===== config.mk =====
export PLATFORM = sky130hd
export DESIGN_NAME = framed_packet_receiver
export DESIGN_NICKNAME = d
export VERILOG_FILES = /design/src/rtl/fpr_pkg.sv /design/src/rtl/fpr_ctrl.sv /design/src/rtl/fpr_datapath.sv /design/src/rtl/framed_packet_receiver.sv
export SDC_FILE = /design/constraint.sdc
export NUM_CORES = 1
export LEC_CHECK = 0
export ABC_AREA = 1
export BUFFER_PORTS_ARGS = -buffer_cell sky130_fd_sc_hd__buf_2
export CORE_ASPECT_RATIO = 1.25
export CORE_MARGIN = 2
export CORE_UTILIZATION = 50
export CTS_BUF_LIST = sky130_fd_sc_hd__clkbuf_16
export DETAILED_ROUTE_END_ITERATION = 6
export PLACE_DENSITY = 0.69
export SKIP_CTS_REPAIR_TIMING = 1
export SYNTH_ARGS = -nofsm -noshare
export SYNTH_HDL_FRONTEND = slang
export SYNTH_HIERARCHICAL = 1
export SYNTH_SLANG_ARGS = --single-unit

===== constraint.sdc =====
create_clock -name clk -period 3.05 [get_ports clk]
set_input_delay 0.4575 -clock clk [delete_from_list [all_inputs] [get_ports clk]]
set_output_delay 0.4575 -clock clk [all_outputs]
set_load 0.02 [all_outputs]

===== src/rtl/fpr_pkg.sv =====
// Shared constants, command codes and interface structs of the frame receiver.
`default_nettype none

package fpr_pkg;

  localparam int MAX_PAYLOAD_DEF = 32;

  localparam int BYTE_W      = 8;
  localparam int COUNT_W     = 6;
  localparam int INDEX_W     = 5;
  localparam int CFG_INDEX_W = 1;

  localparam logic [CFG_INDEX_W-1:0] REG_NODE_ADDRESS = 1'b0;
  localparam logic [CFG_INDEX_W-1:0] REG_HEADER_VALUE = 1'b1;

  localparam logic [2:0] OP_IDLE    = 3'd0;
  localparam logic [2:0] OP_HEADER  = 3'd1;
  localparam logic [2:0] OP_ADDRESS = 3'd2;
  localparam logic [2:0] OP_LENGTH  = 3'd3;
  localparam logic [2:0] OP_COMMAND = 3'd4;
  localparam logic [2:0] OP_PAYLOAD = 3'd5;
  localparam logic [2:0] OP_CHECK   = 3'd6;

  typedef struct packed {
    logic       take;
    logic [2:0] op;
    logic       mem_read;
    logic       flush_load;
  } cmd_t;

  typedef struct packed {
    logic header_match;
    logic address_ok;
    logic length_ok;
    logic length_is_one;
    logic payload_done;
    logic sum_match;
    logic out_busy;
    logic out_free;
    logic flush_last;
  } status_t;

endpackage

`default_nettype wire


===== src/rtl/fpr_ctrl.sv =====
// Frame phase state machine that sequences reception and the payload flush.
`default_nettype none

module fpr_ctrl (
  input  wire logic            clk,
  input  wire logic            rst,
  input  wire logic            in_valid,
  input  fpr_pkg::status_t     st,
  output fpr_pkg::cmd_t        cmd,
  output logic                 in_stall
);

  localparam logic [2:0] S_HEADER  = 3'd0;
  localparam logic [2:0] S_ADDRESS = 3'd1;
  localparam logic [2:0] S_LENGTH  = 3'd2;
  localparam logic [2:0] S_COMMAND = 3'd3;
  localparam logic [2:0] S_PAYLOAD = 3'd4;
  localparam logic [2:0] S_CHECK   = 3'd5;
  localparam logic [2:0] S_FL_READ = 3'd6;
  localparam logic [2:0] S_FL_LOAD = 3'd7;

  logic [2:0] state;
  logic [2:0] state_next;

  always_comb begin
    state_next = state;
    cmd        = '0;
    in_stall   = 1'b0;
    unique case (state)
      S_HEADER: begin
        cmd.op = fpr_pkg::OP_HEADER;
        if (in_valid && st.header_match) state_next = S_ADDRESS;
      end
      S_ADDRESS: begin
        cmd.op = fpr_pkg::OP_ADDRESS;
        if (in_valid) state_next = st.address_ok ? S_LENGTH : S_HEADER;
      end
      S_LENGTH: begin
        cmd.op = fpr_pkg::OP_LENGTH;
        if (in_valid) state_next = st.length_ok ? S_COMMAND : S_HEADER;
      end
      S_COMMAND: begin
        cmd.op = fpr_pkg::OP_COMMAND;
        if (in_valid) state_next = st.length_is_one ? S_CHECK : S_PAYLOAD;
      end
      S_PAYLOAD: begin
        cmd.op = fpr_pkg::OP_PAYLOAD;
        if (in_valid && st.payload_done) state_next = S_CHECK;
      end
      S_CHECK: begin
        cmd.op   = fpr_pkg::OP_CHECK;
        in_stall = st.out_busy;
        if (in_valid && !st.out_busy) begin
          state_next = (st.sum_match && !st.length_is_one) ? S_FL_READ : S_HEADER;
        end
      end
      S_FL_READ: begin
        in_stall     = 1'b1;
        cmd.mem_read = 1'b1;
        state_next   = S_FL_LOAD;
      end
      S_FL_LOAD: begin
        in_stall = 1'b1;
        if (st.out_free) begin
          cmd.flush_load = 1'b1;
          state_next     = st.flush_last ? S_HEADER : S_FL_READ;
        end
      end
      default: begin
        state_next = S_HEADER;
      end
    endcase
    cmd.take = in_valid && !in_stall;
  end

  always_ff @(posedge clk) begin
    if (rst) begin
      state <= S_HEADER;
    end else begin
      state <= state_next;
    end
  end

endmodule

`default_nettype wire


===== src/rtl/fpr_datapath.sv =====
// Frame registers, checksum, payload memory and result register of the receiver.
`default_nettype none

module fpr_datapath #(
  parameter int MAX_PAYLOAD = fpr_pkg::MAX_PAYLOAD_DEF
) (
  input  wire logic                                clk,
  input  wire logic                                rst,
  input  fpr_pkg::cmd_t                            cmd,
  output fpr_pkg::status_t                         st,
  input  wire logic [fpr_pkg::BYTE_W-1:0]          rx_byte,
  input  wire logic                                cfg_write,
  input  wire logic [fpr_pkg::CFG_INDEX_W-1:0]     cfg_index,
  input  wire logic [fpr_pkg::BYTE_W-1:0]          cfg_data,
  input  wire logic                                out_stall,
  output logic                                     out_valid,
  output logic                                     status,
  output logic [fpr_pkg::BYTE_W-1:0]               frame_address,
  output logic [fpr_pkg::BYTE_W-1:0]               command_code,
  output logic [fpr_pkg::COUNT_W-1:0]              payload_count,
  output logic                                     has_data,
  output logic [fpr_pkg::INDEX_W-1:0]              data_index,
  output logic [fpr_pkg::BYTE_W-1:0]               data_byte,
  output logic                                     last
);

  localparam int BW     = fpr_pkg::BYTE_W;
  localparam int CW     = fpr_pkg::COUNT_W;
  localparam int ADDR_W = (MAX_PAYLOAD > 1) ? $clog2(MAX_PAYLOAD) : 1;
  localparam logic [BW:0]   LEN_MAX     = (BW + 1)'(MAX_PAYLOAD + 1);
  localparam logic [CW-1:0] STORE_DEPTH = CW'(MAX_PAYLOAD);

  logic [BW-1:0] node_address;
  logic [BW-1:0] header_value;
  logic [BW-1:0] running_sum;
  logic [BW-1:0] frame_length;
  logic [CW-1:0] bytes_received;
  logic [BW-1:0] held_address;
  logic [BW-1:0] held_command;
  logic [CW-1:0] flush_idx;
  logic [BW-1:0] rd_data;
  logic [BW-1:0] store [MAX_PAYLOAD];

  logic [CW-1:0] bytes_inc;
  logic          store_wr;
  logic          single_load;

  assign bytes_inc = bytes_received + CW'(1);

  always_comb begin
    st.header_match  = (rx_byte == header_value);
    st.address_ok    = (rx_byte == '0) || (rx_byte == node_address);
    st.length_ok     = (rx_byte != '0) && ({1'b0, rx_byte} <= LEN_MAX);
    st.length_is_one = (frame_length == BW'(1));
    st.payload_done  = ({{(BW-CW){1'b0}}, bytes_inc} == (frame_length - BW'(1)));
    st.sum_match     = (running_sum == rx_byte);
    st.out_busy      = out_valid;
    st.out_free      = !out_valid || !out_stall;
    st.flush_last    = (({{(BW-CW){1'b0}}, flush_idx} + BW'(2)) == frame_length);
  end

  assign store_wr    = cmd.take && (cmd.op == fpr_pkg::OP_PAYLOAD) &&
                       (bytes_received < STORE_DEPTH);
  assign single_load = cmd.take && (cmd.op == fpr_pkg::OP_CHECK) &&
                       (!st.sum_match || st.length_is_one);

  always_ff @(posedge clk) begin
    if (rst) begin
      node_address <= '0;
      header_value <= '1;
    end else if (cfg_write) begin
      unique case (cfg_index)
        fpr_pkg::REG_NODE_ADDRESS: node_address <= cfg_data;
        fpr_pkg::REG_HEADER_VALUE: header_value <= cfg_data;
        default: ;
      endcase
    end
  end

  always_ff @(posedge clk) begin
    if (rst) begin
      running_sum    <= '0;
      frame_length   <= '0;
      bytes_received <= '0;
      held_address   <= '0;
      held_command   <= '0;
      flush_idx      <= '0;
    end else if (cmd.take) begin
      unique case (cmd.op)
        fpr_pkg::OP_HEADER: begin
          if (st.header_match) begin
            running_sum    <= '0;
            bytes_received <= '0;
          end
        end
        fpr_pkg::OP_ADDRESS: begin
          if (st.address_ok) begin
            held_address <= rx_byte;
            running_sum  <= rx_byte;
          end
        end
        fpr_pkg::OP_LENGTH: begin
          frame_length <= rx_byte;
          if (st.length_ok) running_sum <= running_sum + rx_byte;
        end
        fpr_pkg::OP_COMMAND: begin
          held_command   <= rx_byte;
          bytes_received <= '0;
          running_sum    <= running_sum + rx_byte;
        end
        fpr_pkg::OP_PAYLOAD: begin
          bytes_received <= bytes_inc;
          running_sum    <= running_sum + rx_byte;
        end
        fpr_pkg::OP_CHECK: begin
          flush_idx <= '0;
        end
        default: ;
      endcase
    end else if (cmd.flush_load) begin
      flush_idx <= flush_idx + CW'(1);
    end
  end

  always_ff @(posedge clk) begin
    if (store_wr) store[bytes_received[ADDR_W-1:0]] <= rx_byte;
    if (cmd.mem_read) rd_data <= store[flush_idx[ADDR_W-1:0]];
  end

  always_ff @(posedge clk) begin
    if (rst) begin
      out_valid <= 1'b0;
    end else if (single_load || cmd.flush_load) begin
      out_valid <= 1'b1;
    end else if (!out_stall) begin
      out_valid <= 1'b0;
    end
  end

  always_ff @(posedge clk) begin
    if (single_load || cmd.flush_load) begin
      frame_address <= held_address;
      command_code  <= held_command;
      payload_count <= CW'(frame_length - BW'(1));
    end
    if (single_load) begin
      status     <= !st.sum_match;
      has_data   <= 1'b0;
      data_index <= '0;
      data_byte  <= '0;
      last       <= 1'b1;
    end else if (cmd.flush_load) begin
      status     <= 1'b0;
      has_data   <= 1'b1;
      data_index <= flush_idx[fpr_pkg::INDEX_W-1:0];
      data_byte  <= rd_data;
      last       <= st.flush_last;
    end
  end

endmodule

`default_nettype wire


===== src/rtl/framed_packet_receiver.sv =====
// Top level of the framed packet receiver.
// Bytes are taken one per clock cycle while a frame is being received; the
// checksum byte is held off only while the previous result transaction still
// waits in the output register. A good frame with n payload bytes then sends
// its payload one byte at a time, since each byte is read from the single-port
// payload memory into a register before it is loaded into the output
// register, and no input is taken during that flush. Frames with a bad address
// or length are dropped silently, and a checksum mismatch or an empty payload
// gives a single result. No memory clearing is needed after reset.
`default_nettype none

module framed_packet_receiver #(
  parameter int MAX_PAYLOAD = fpr_pkg::MAX_PAYLOAD_DEF
) (
  input  wire logic                             clk,
  input  wire logic                             rst,
  input  wire logic                             cfg_write,
  input  wire logic [fpr_pkg::CFG_INDEX_W-1:0]  cfg_index,
  input  wire logic [fpr_pkg::BYTE_W-1:0]       cfg_data,
  input  wire logic                             in_valid,
  output logic                                  in_stall,
  input  wire logic [fpr_pkg::BYTE_W-1:0]       rx_byte,
  output logic                                  out_valid,
  input  wire logic                             out_stall,
  output logic                                  status,
  output logic [fpr_pkg::BYTE_W-1:0]            frame_address,
  output logic [fpr_pkg::BYTE_W-1:0]            command_code,
  output logic [fpr_pkg::COUNT_W-1:0]           payload_count,
  output logic                                  has_data,
  output logic [fpr_pkg::INDEX_W-1:0]           data_index,
  output logic [fpr_pkg::BYTE_W-1:0]            data_byte,
  output logic                                  last
);

  fpr_pkg::cmd_t    cmd;
  fpr_pkg::status_t st;

  fpr_ctrl u_ctrl (
    .clk      (clk),
    .rst      (rst),
    .in_valid (in_valid),
    .st       (st),
    .cmd      (cmd),
    .in_stall (in_stall)
  );

  fpr_datapath #(
    .MAX_PAYLOAD (MAX_PAYLOAD)
  ) u_datapath (
    .clk           (clk),
    .rst           (rst),
    .cmd           (cmd),
    .st            (st),
    .rx_byte       (rx_byte),
    .cfg_write     (cfg_write),
    .cfg_index     (cfg_index),
    .cfg_data      (cfg_data),
    .out_stall     (out_stall),
    .out_valid     (out_valid),
    .status        (status),
    .frame_address (frame_address),
    .command_code  (command_code),
    .payload_count (payload_count),
    .has_data      (has_data),
    .data_index    (data_index),
    .data_byte     (data_byte),
    .last          (last)
  );

endmodule

`default_nettype wire


# Yosys cells after proc, flatten, opt, wreduce, memory -nomap -nowiden
# Memory sizes are Yosys's and may differ from the RTL's. A register that Yosys moved wholly into a read port is not among the register bits.
# Cells that the tools add are included.
dict set report op_classes {
  n_addsub 5
  mul 0
  n_div 0
  order_cmp 2
  eq_ne 31
  n_shift 0
  mux 33
  n_bitwise 1
  reduce_logical 37
}
# cell n
set op_table {}
lappend op_table {{$eq A8 B8 Y1} 4}
lappend op_table {{$pmux W8 S4} 1}
lappend op_table {{$mux W3} 9}
lappend op_table {{$mux W6} 4}
lappend op_table {{$mux W8} 3}
lappend op_table {{$pmux W3 S8} 1}
lappend op_table {{$eq A3 B3 Y1 const B} 7}
lappend op_table {{$pmux W3 S6} 1}
lappend op_table {{$pmux W6 S3} 1}
lappend op_table {{$ne A2 B2 Y1 const B} 8}
lappend op_table {{$add A6 B1 Y6 const B} 2}
lappend op_table {{$eq A3 B2 Y1 const B} 4}
lappend op_table {{$logic_and A1 B1 Y1} 10}
lappend op_table {{$mux W1} 10}
lappend op_table {{$reduce_and A2 Y1} 5}
lappend op_table {{$add A8 B8 Y8} 1}
lappend op_table {{$eq A6 B8 Y1} 1}
lappend op_table {{$eq A8 B1 Y1 const B} 1}
lappend op_table {{$le A8 B6 Y1 const B} 1}
lappend op_table {{$logic_not A8 Y1} 1}
lappend op_table {{$ne A2 B1 Y1 const B} 4}
lappend op_table {{$reduce_bool A8 Y1} 1}
lappend op_table {{$sub A8 B1 Y8 const B} 1}
lappend op_table {{$add A6 B2 Y7 const B} 1}
lappend op_table {{other kinds (15)} 27}
dict set report word_totals {
  regBits 102
  latchBits 0
  ram_bits 256
  mem_bits_ro 0
  inputBits 22
  output_inout_bits 40
  mem_count 1
}
# name words word_bits rd rd_ports_with_merged_regs wr line_no
set mem_list {}
lappend mem_list {u_datapath.store 32 8 1 1 1 fpr_datapath.sv:42} ;# logic [BW-1:0] store [MAX_PAYLOAD];

# Depth between registers and ports, before layout
dict set report depth {
  ltp_word 9
  mapped_depth 17
  ltp_nobuf 17
}

# Modules after synthesis
# The synthesis kept the hierarchy.
# mod instances cells_per_inst area_per_inst_um2
set by_module_without_submodules {}
lappend by_module_without_submodules {fpr_datapath 1 1403 15379.8}
lappend by_module_without_submodules {fpr_ctrl 1 73 381.6}

# Worst setup path after synthesis
# Ideal clock, no wire load.
dict set report synth_timing {
  path_kind {reg-to-reg}
  startpoint {register u_datapath.out_valid}
  endpoint {register u_datapath/data_index[2] (netlist name)}
  setup_time_ns 0.068
  arrival_ns 2.405
  required_ns 2.982
  setup_slack_ns 0.578
  stages_incl_launch_ff 15
  period_less_slack_ns 2.472
  cell_sequence {dfxtp_1 buf_4 inv_1 o21ai_1 nor2_1 inv_2 nor2_1 inv_2 nor3_4 nand2_1 nand3_2 inv_2 buf_6 nand2_1 o21ai_2}
}
# item line_no
set synth_lines {}
lappend synth_lines {{start, declared} fpr_datapath.sv:16} ;# output logic out_valid,
lappend synth_lines {{start signal, assigned} fpr_datapath.sv:132} ;# out_valid <= 1'b0;
lappend synth_lines {{start signal, assigned} fpr_datapath.sv:134} ;# out_valid <= 1'b1;
lappend synth_lines {{start signal, assigned} fpr_datapath.sv:136} ;# out_valid <= 1'b0;
lappend synth_lines {{end signal, assigned} fpr_datapath.sv:155} ;# data_index <= flush_idx[fpr_pkg::INDEX_W-1:0];
lappend synth_lines {{end, declared} fpr_datapath.sv:22} ;# output logic [fpr_pkg::INDEX_W-1:0] data_index,

==> reports/metrics.yaml <==
run_status:
  status: "completed"
logic_synthesis:
  async_reset_ff_share_pct: 0
  postSynthCellCount: 1476
  synth_nets: 1514
  ys_seq_area_share_pct: 64.7
  synth_seq_cells: 366
  yosys_warnings: 6
  syn_area_um2: 15800
  synth.distinct_cells: 52
  avgSynthCellArea_um2: 10.7
  synth_edf_count: 287
  yosysTopAreaCellShare_pct: 54.7
  synth_area_leaders: "edfxtp_1, dfxtp_1, nor2_1, nand2_1, o21ai_0"
  yosys.area.top_type: "edfxtp_1"
  yosys_most_used_dff: "edfxtp_1"
route:
  wl_per_cell_um: 20.1
  detail-route-antenna-nets: 0
  wirelength_um: 40300
  routed_via_density: 5.64
  highest_layer: "met4"
  wl_met2_um: 20100
  wl_met3_um: 2330
  vias: 11300
  drt_iter0_markers: 1038
  remaining_drc_errors: 0
  firstDrtPassIters: 5
  met1Wirelength_um: 16000
sta:
  timing.final.crit_share_pct: 91.0
  setup_tns_ns: 0
  setup_viol: 0
  finalCriticalPeriod_ns: 2.78
  setup_ws_ns: 0.275
  rsz0062_at_grt: "false"
  worst_slew_pin_slew_ns: 0.950
  finalHoldViolCount: 0
  slew_viol_final: 0
  finalClockSkew_ns: 0.0263
  max_slew_margin_pct: 36.4
  max_freq_mhz: 360
finish:
  final_cell_mix: "edfxtp_1, nor2_1, nand2_1"
  area.growth.synth_to_final_pct: 13.4
  insertedDiodeCount: 0
  nFillCells: 2607
  mostFrequentLayoutCell: "edfxtp_1"
  fin_cells: 2001
  post-route-util_pct: 57.7
  nNetsFinal: 1605
  layout-drive-gt1-share_pct: 16.2
pwr:
  power_frac_seq_pct: 51.4
  switching_share_pct: 22.1
  p_sw_mw: 2.36
  p_leak_nw: 6.67
  irDropWorstVdd_uv: 525
  power_density_nw_per_um2: 596
  clkPwrFrac_pct: 42.2
  p_total_mw: 10.7
  power.combinational.fraction_pct: 6.4
  power.internal_mw: 8.30
die:
  start_util_pct: 50.9
  ios: 62
  die_x_um: 163
  die_y_um: 203
  dieArea_um2: 33000
  core_um2: 31000
  placementRows: 72
grt:
  grt_overflow: 0
  antenna_found_initial: 1
  grt_max_degree: 92
  grt_pass1_vias: 10900
  grt_pass1_wl_um: 60900
  track_usage_pct: 24.3
clocking:
  clk_path_buf_depth: 3
  cts_buffers: 36
  cts_root_buf: "clkbuf_16"
  htreeDepth: 2
  cts_tree: "done"
  clk_latency_ns: 0.52
  cts.sinks: 366
  cts.clk_slew.worst_paths_ns: 0.06
min_path:
  hold_depth: 3
  hold_start: "cfg_data[6]"
  min_to: "u_datapath/header_value[6]"
  hold_class: "in2reg"
flow_run:
  maxCapViolations: 0
setup_path:
  cp.required_ns: 3.27
  cp_max_fo: 11
  cp_num_buf_inv: 3
  rrSetupSlack_ns: 0.27
  start_kind: "register"
  cp_common_cell: "nand2_1"
  worstPathArrival_ns: 3.00
  crit_chain: "inv_2, a21oi_2, nand2_1, nor2_2, inv_1, nor3_2, nand2_1, nor2_1, buf_4"
  max_stage_delay_ns: 0.55
  timing.rr.start: "u_ctrl/state[2]"
  worstSetupPathType: "reg2reg"
  crit_slowest_cell: "dfxtp_1"
  cp-end-kind: "register"
  r2r_cells: 9
  cpLargestDelayFamily: "simple AND/OR/NAND/NOR gates"
  worstReg2RegEnd: "u_datapath/store[21][6]"
placement:
  port_buffers: 61
  hpwlAfterDp_um: 26100
  dp_cells: 1936
  place.gp.congestion: 0.898
  place_ws_ns: 0.147
-- logic make-up (layout without fill, tap and decap cells) --
family | count (synthesis) | count (layout) | share of synthesized area [%]
AO/OA/AOI/OAI | 314 | 314 | 11.6
XOR/XNOR | 26 | 26 | 1.54
adder cells (fa/ha/maj) | 16 | 16 | 1.32
buffers and inverters | 165 | 283 | 4.83
flip-flops | 366 | 366 | 64.7
multiplexers | 1 | 1 | 0.0635
AND/OR/NAND/NOR | 588 | 588 | 16.0
-- Yosys cell counts, drive strengths merged, types with 8 or more instances --
| master | instances |
|---|---|
| xor2 | 8 |
| buf | 41 |
| o211ai | 10 |
| edfxtp | 287 |
| dfxtp | 79 |
| nand2 | 234 |
| ha | 15 |
| a21oi | 62 |
| clkbuf | 31 |
| inv | 92 |
| o22ai | 28 |
| xnor2 | 18 |
| o221ai | 25 |
| nor3 | 14 |
| nor2 | 248 |
| or2 | 13 |
| nand3 | 67 |
| nand4 | 9 |
| o21ai | 171 |
-- power groups by stage --
stage | Sequential [mW] | Combinational [mW] | Clock [mW]
after floorplan | 5.57 | 0.450 | 0
after global placement | 5.58 | 0.668 | 0
after detailed placement | 5.58 | 0.676 | 0
after CTS | 5.48 | 0.678 | 4.55
after global routing | 5.48 | 0.759 | 4.74
final | 5.48 | 0.681 | 4.50
-- worst reg2reg max path, stage by stage, from the launching register on --
cell     delay [ns]
dfxtp_1        0.55
inv_2          0.15
a21oi_2        0.30
nand2_1        0.21
nor2_2         0.18
inv_1          0.10
nor3_2         0.21
nand2_1        0.36
nor2_1         0.22
buf_4          0.20
-- layout make-up --
cell class	instances	area [um2]	share of cell area, %
repair buffers	125	798	4.46
multi-input cells	945	4800	26.9
clock inverters	26	235	1.32
flip-flops and latches	366	10200	57.1
clock buffers	39	976	5.46
well taps	407	509	2.85
inverters	93	354	1.98
-- metrics by stage --
stage	hold slack, ns	cell area [um2]
finish	0.168	17900
global route	0.176	17900
CTS	0.152	17900
detailed placement	0.412	16700
global placement	0.416	16700
floorplan	0.403	15800
-- sequential cells by signal, indices dropped and copies added (netlist names), 5 cells and up --
signal                     cells
u_datapath/running_sum         8
u_datapath/command_code        8
u_datapath/frame_address       8
u_datapath/header_value        8
u_datapath/data_byte           8
u_datapath/bytes_received      6
u_datapath/rd_data             8
u_datapath/data_index          5
u_datapath/payload_count       6
u_datapath/flush_idx           6
u_datapath/node_address        8
u_datapath/held_address        8
u_datapath/held_command        8
u_datapath/frame_length        8
u_datapath/store             256
-- metal layers --
metal / vias up / global-route usage, %
met5: - / 0
met2: 440 / 41.9
met3: 106 / 2.86
met1: 5401 / 30.9
met4: 0 / 10.9
li1: 5341 / -
-- how the worst max path moves through the flow --
stage | start | cells past startpoint | to | slack [ns]
global route | u_ctrl/state[2] | 9 | u_datapath/store[21][6] | 0.07
floorplan | u_datapath/out_valid | 14 | u_datapath/data_index[2] | 0.58
CTS | u_ctrl/state[2] | 9 | u_datapath/store[29][1] | 0.12
finish | u_ctrl/state[2] | 9 | u_datapath/store[21][6] | 0.27
global placement | u_ctrl/state[2] | 9 | u_datapath/store[21][6] | 0.26
detailed placement | u_ctrl/state[2] | 9 | u_datapath/store[21][4] | 0.15
No activity file was read; power rests on OpenSTA's default activity.
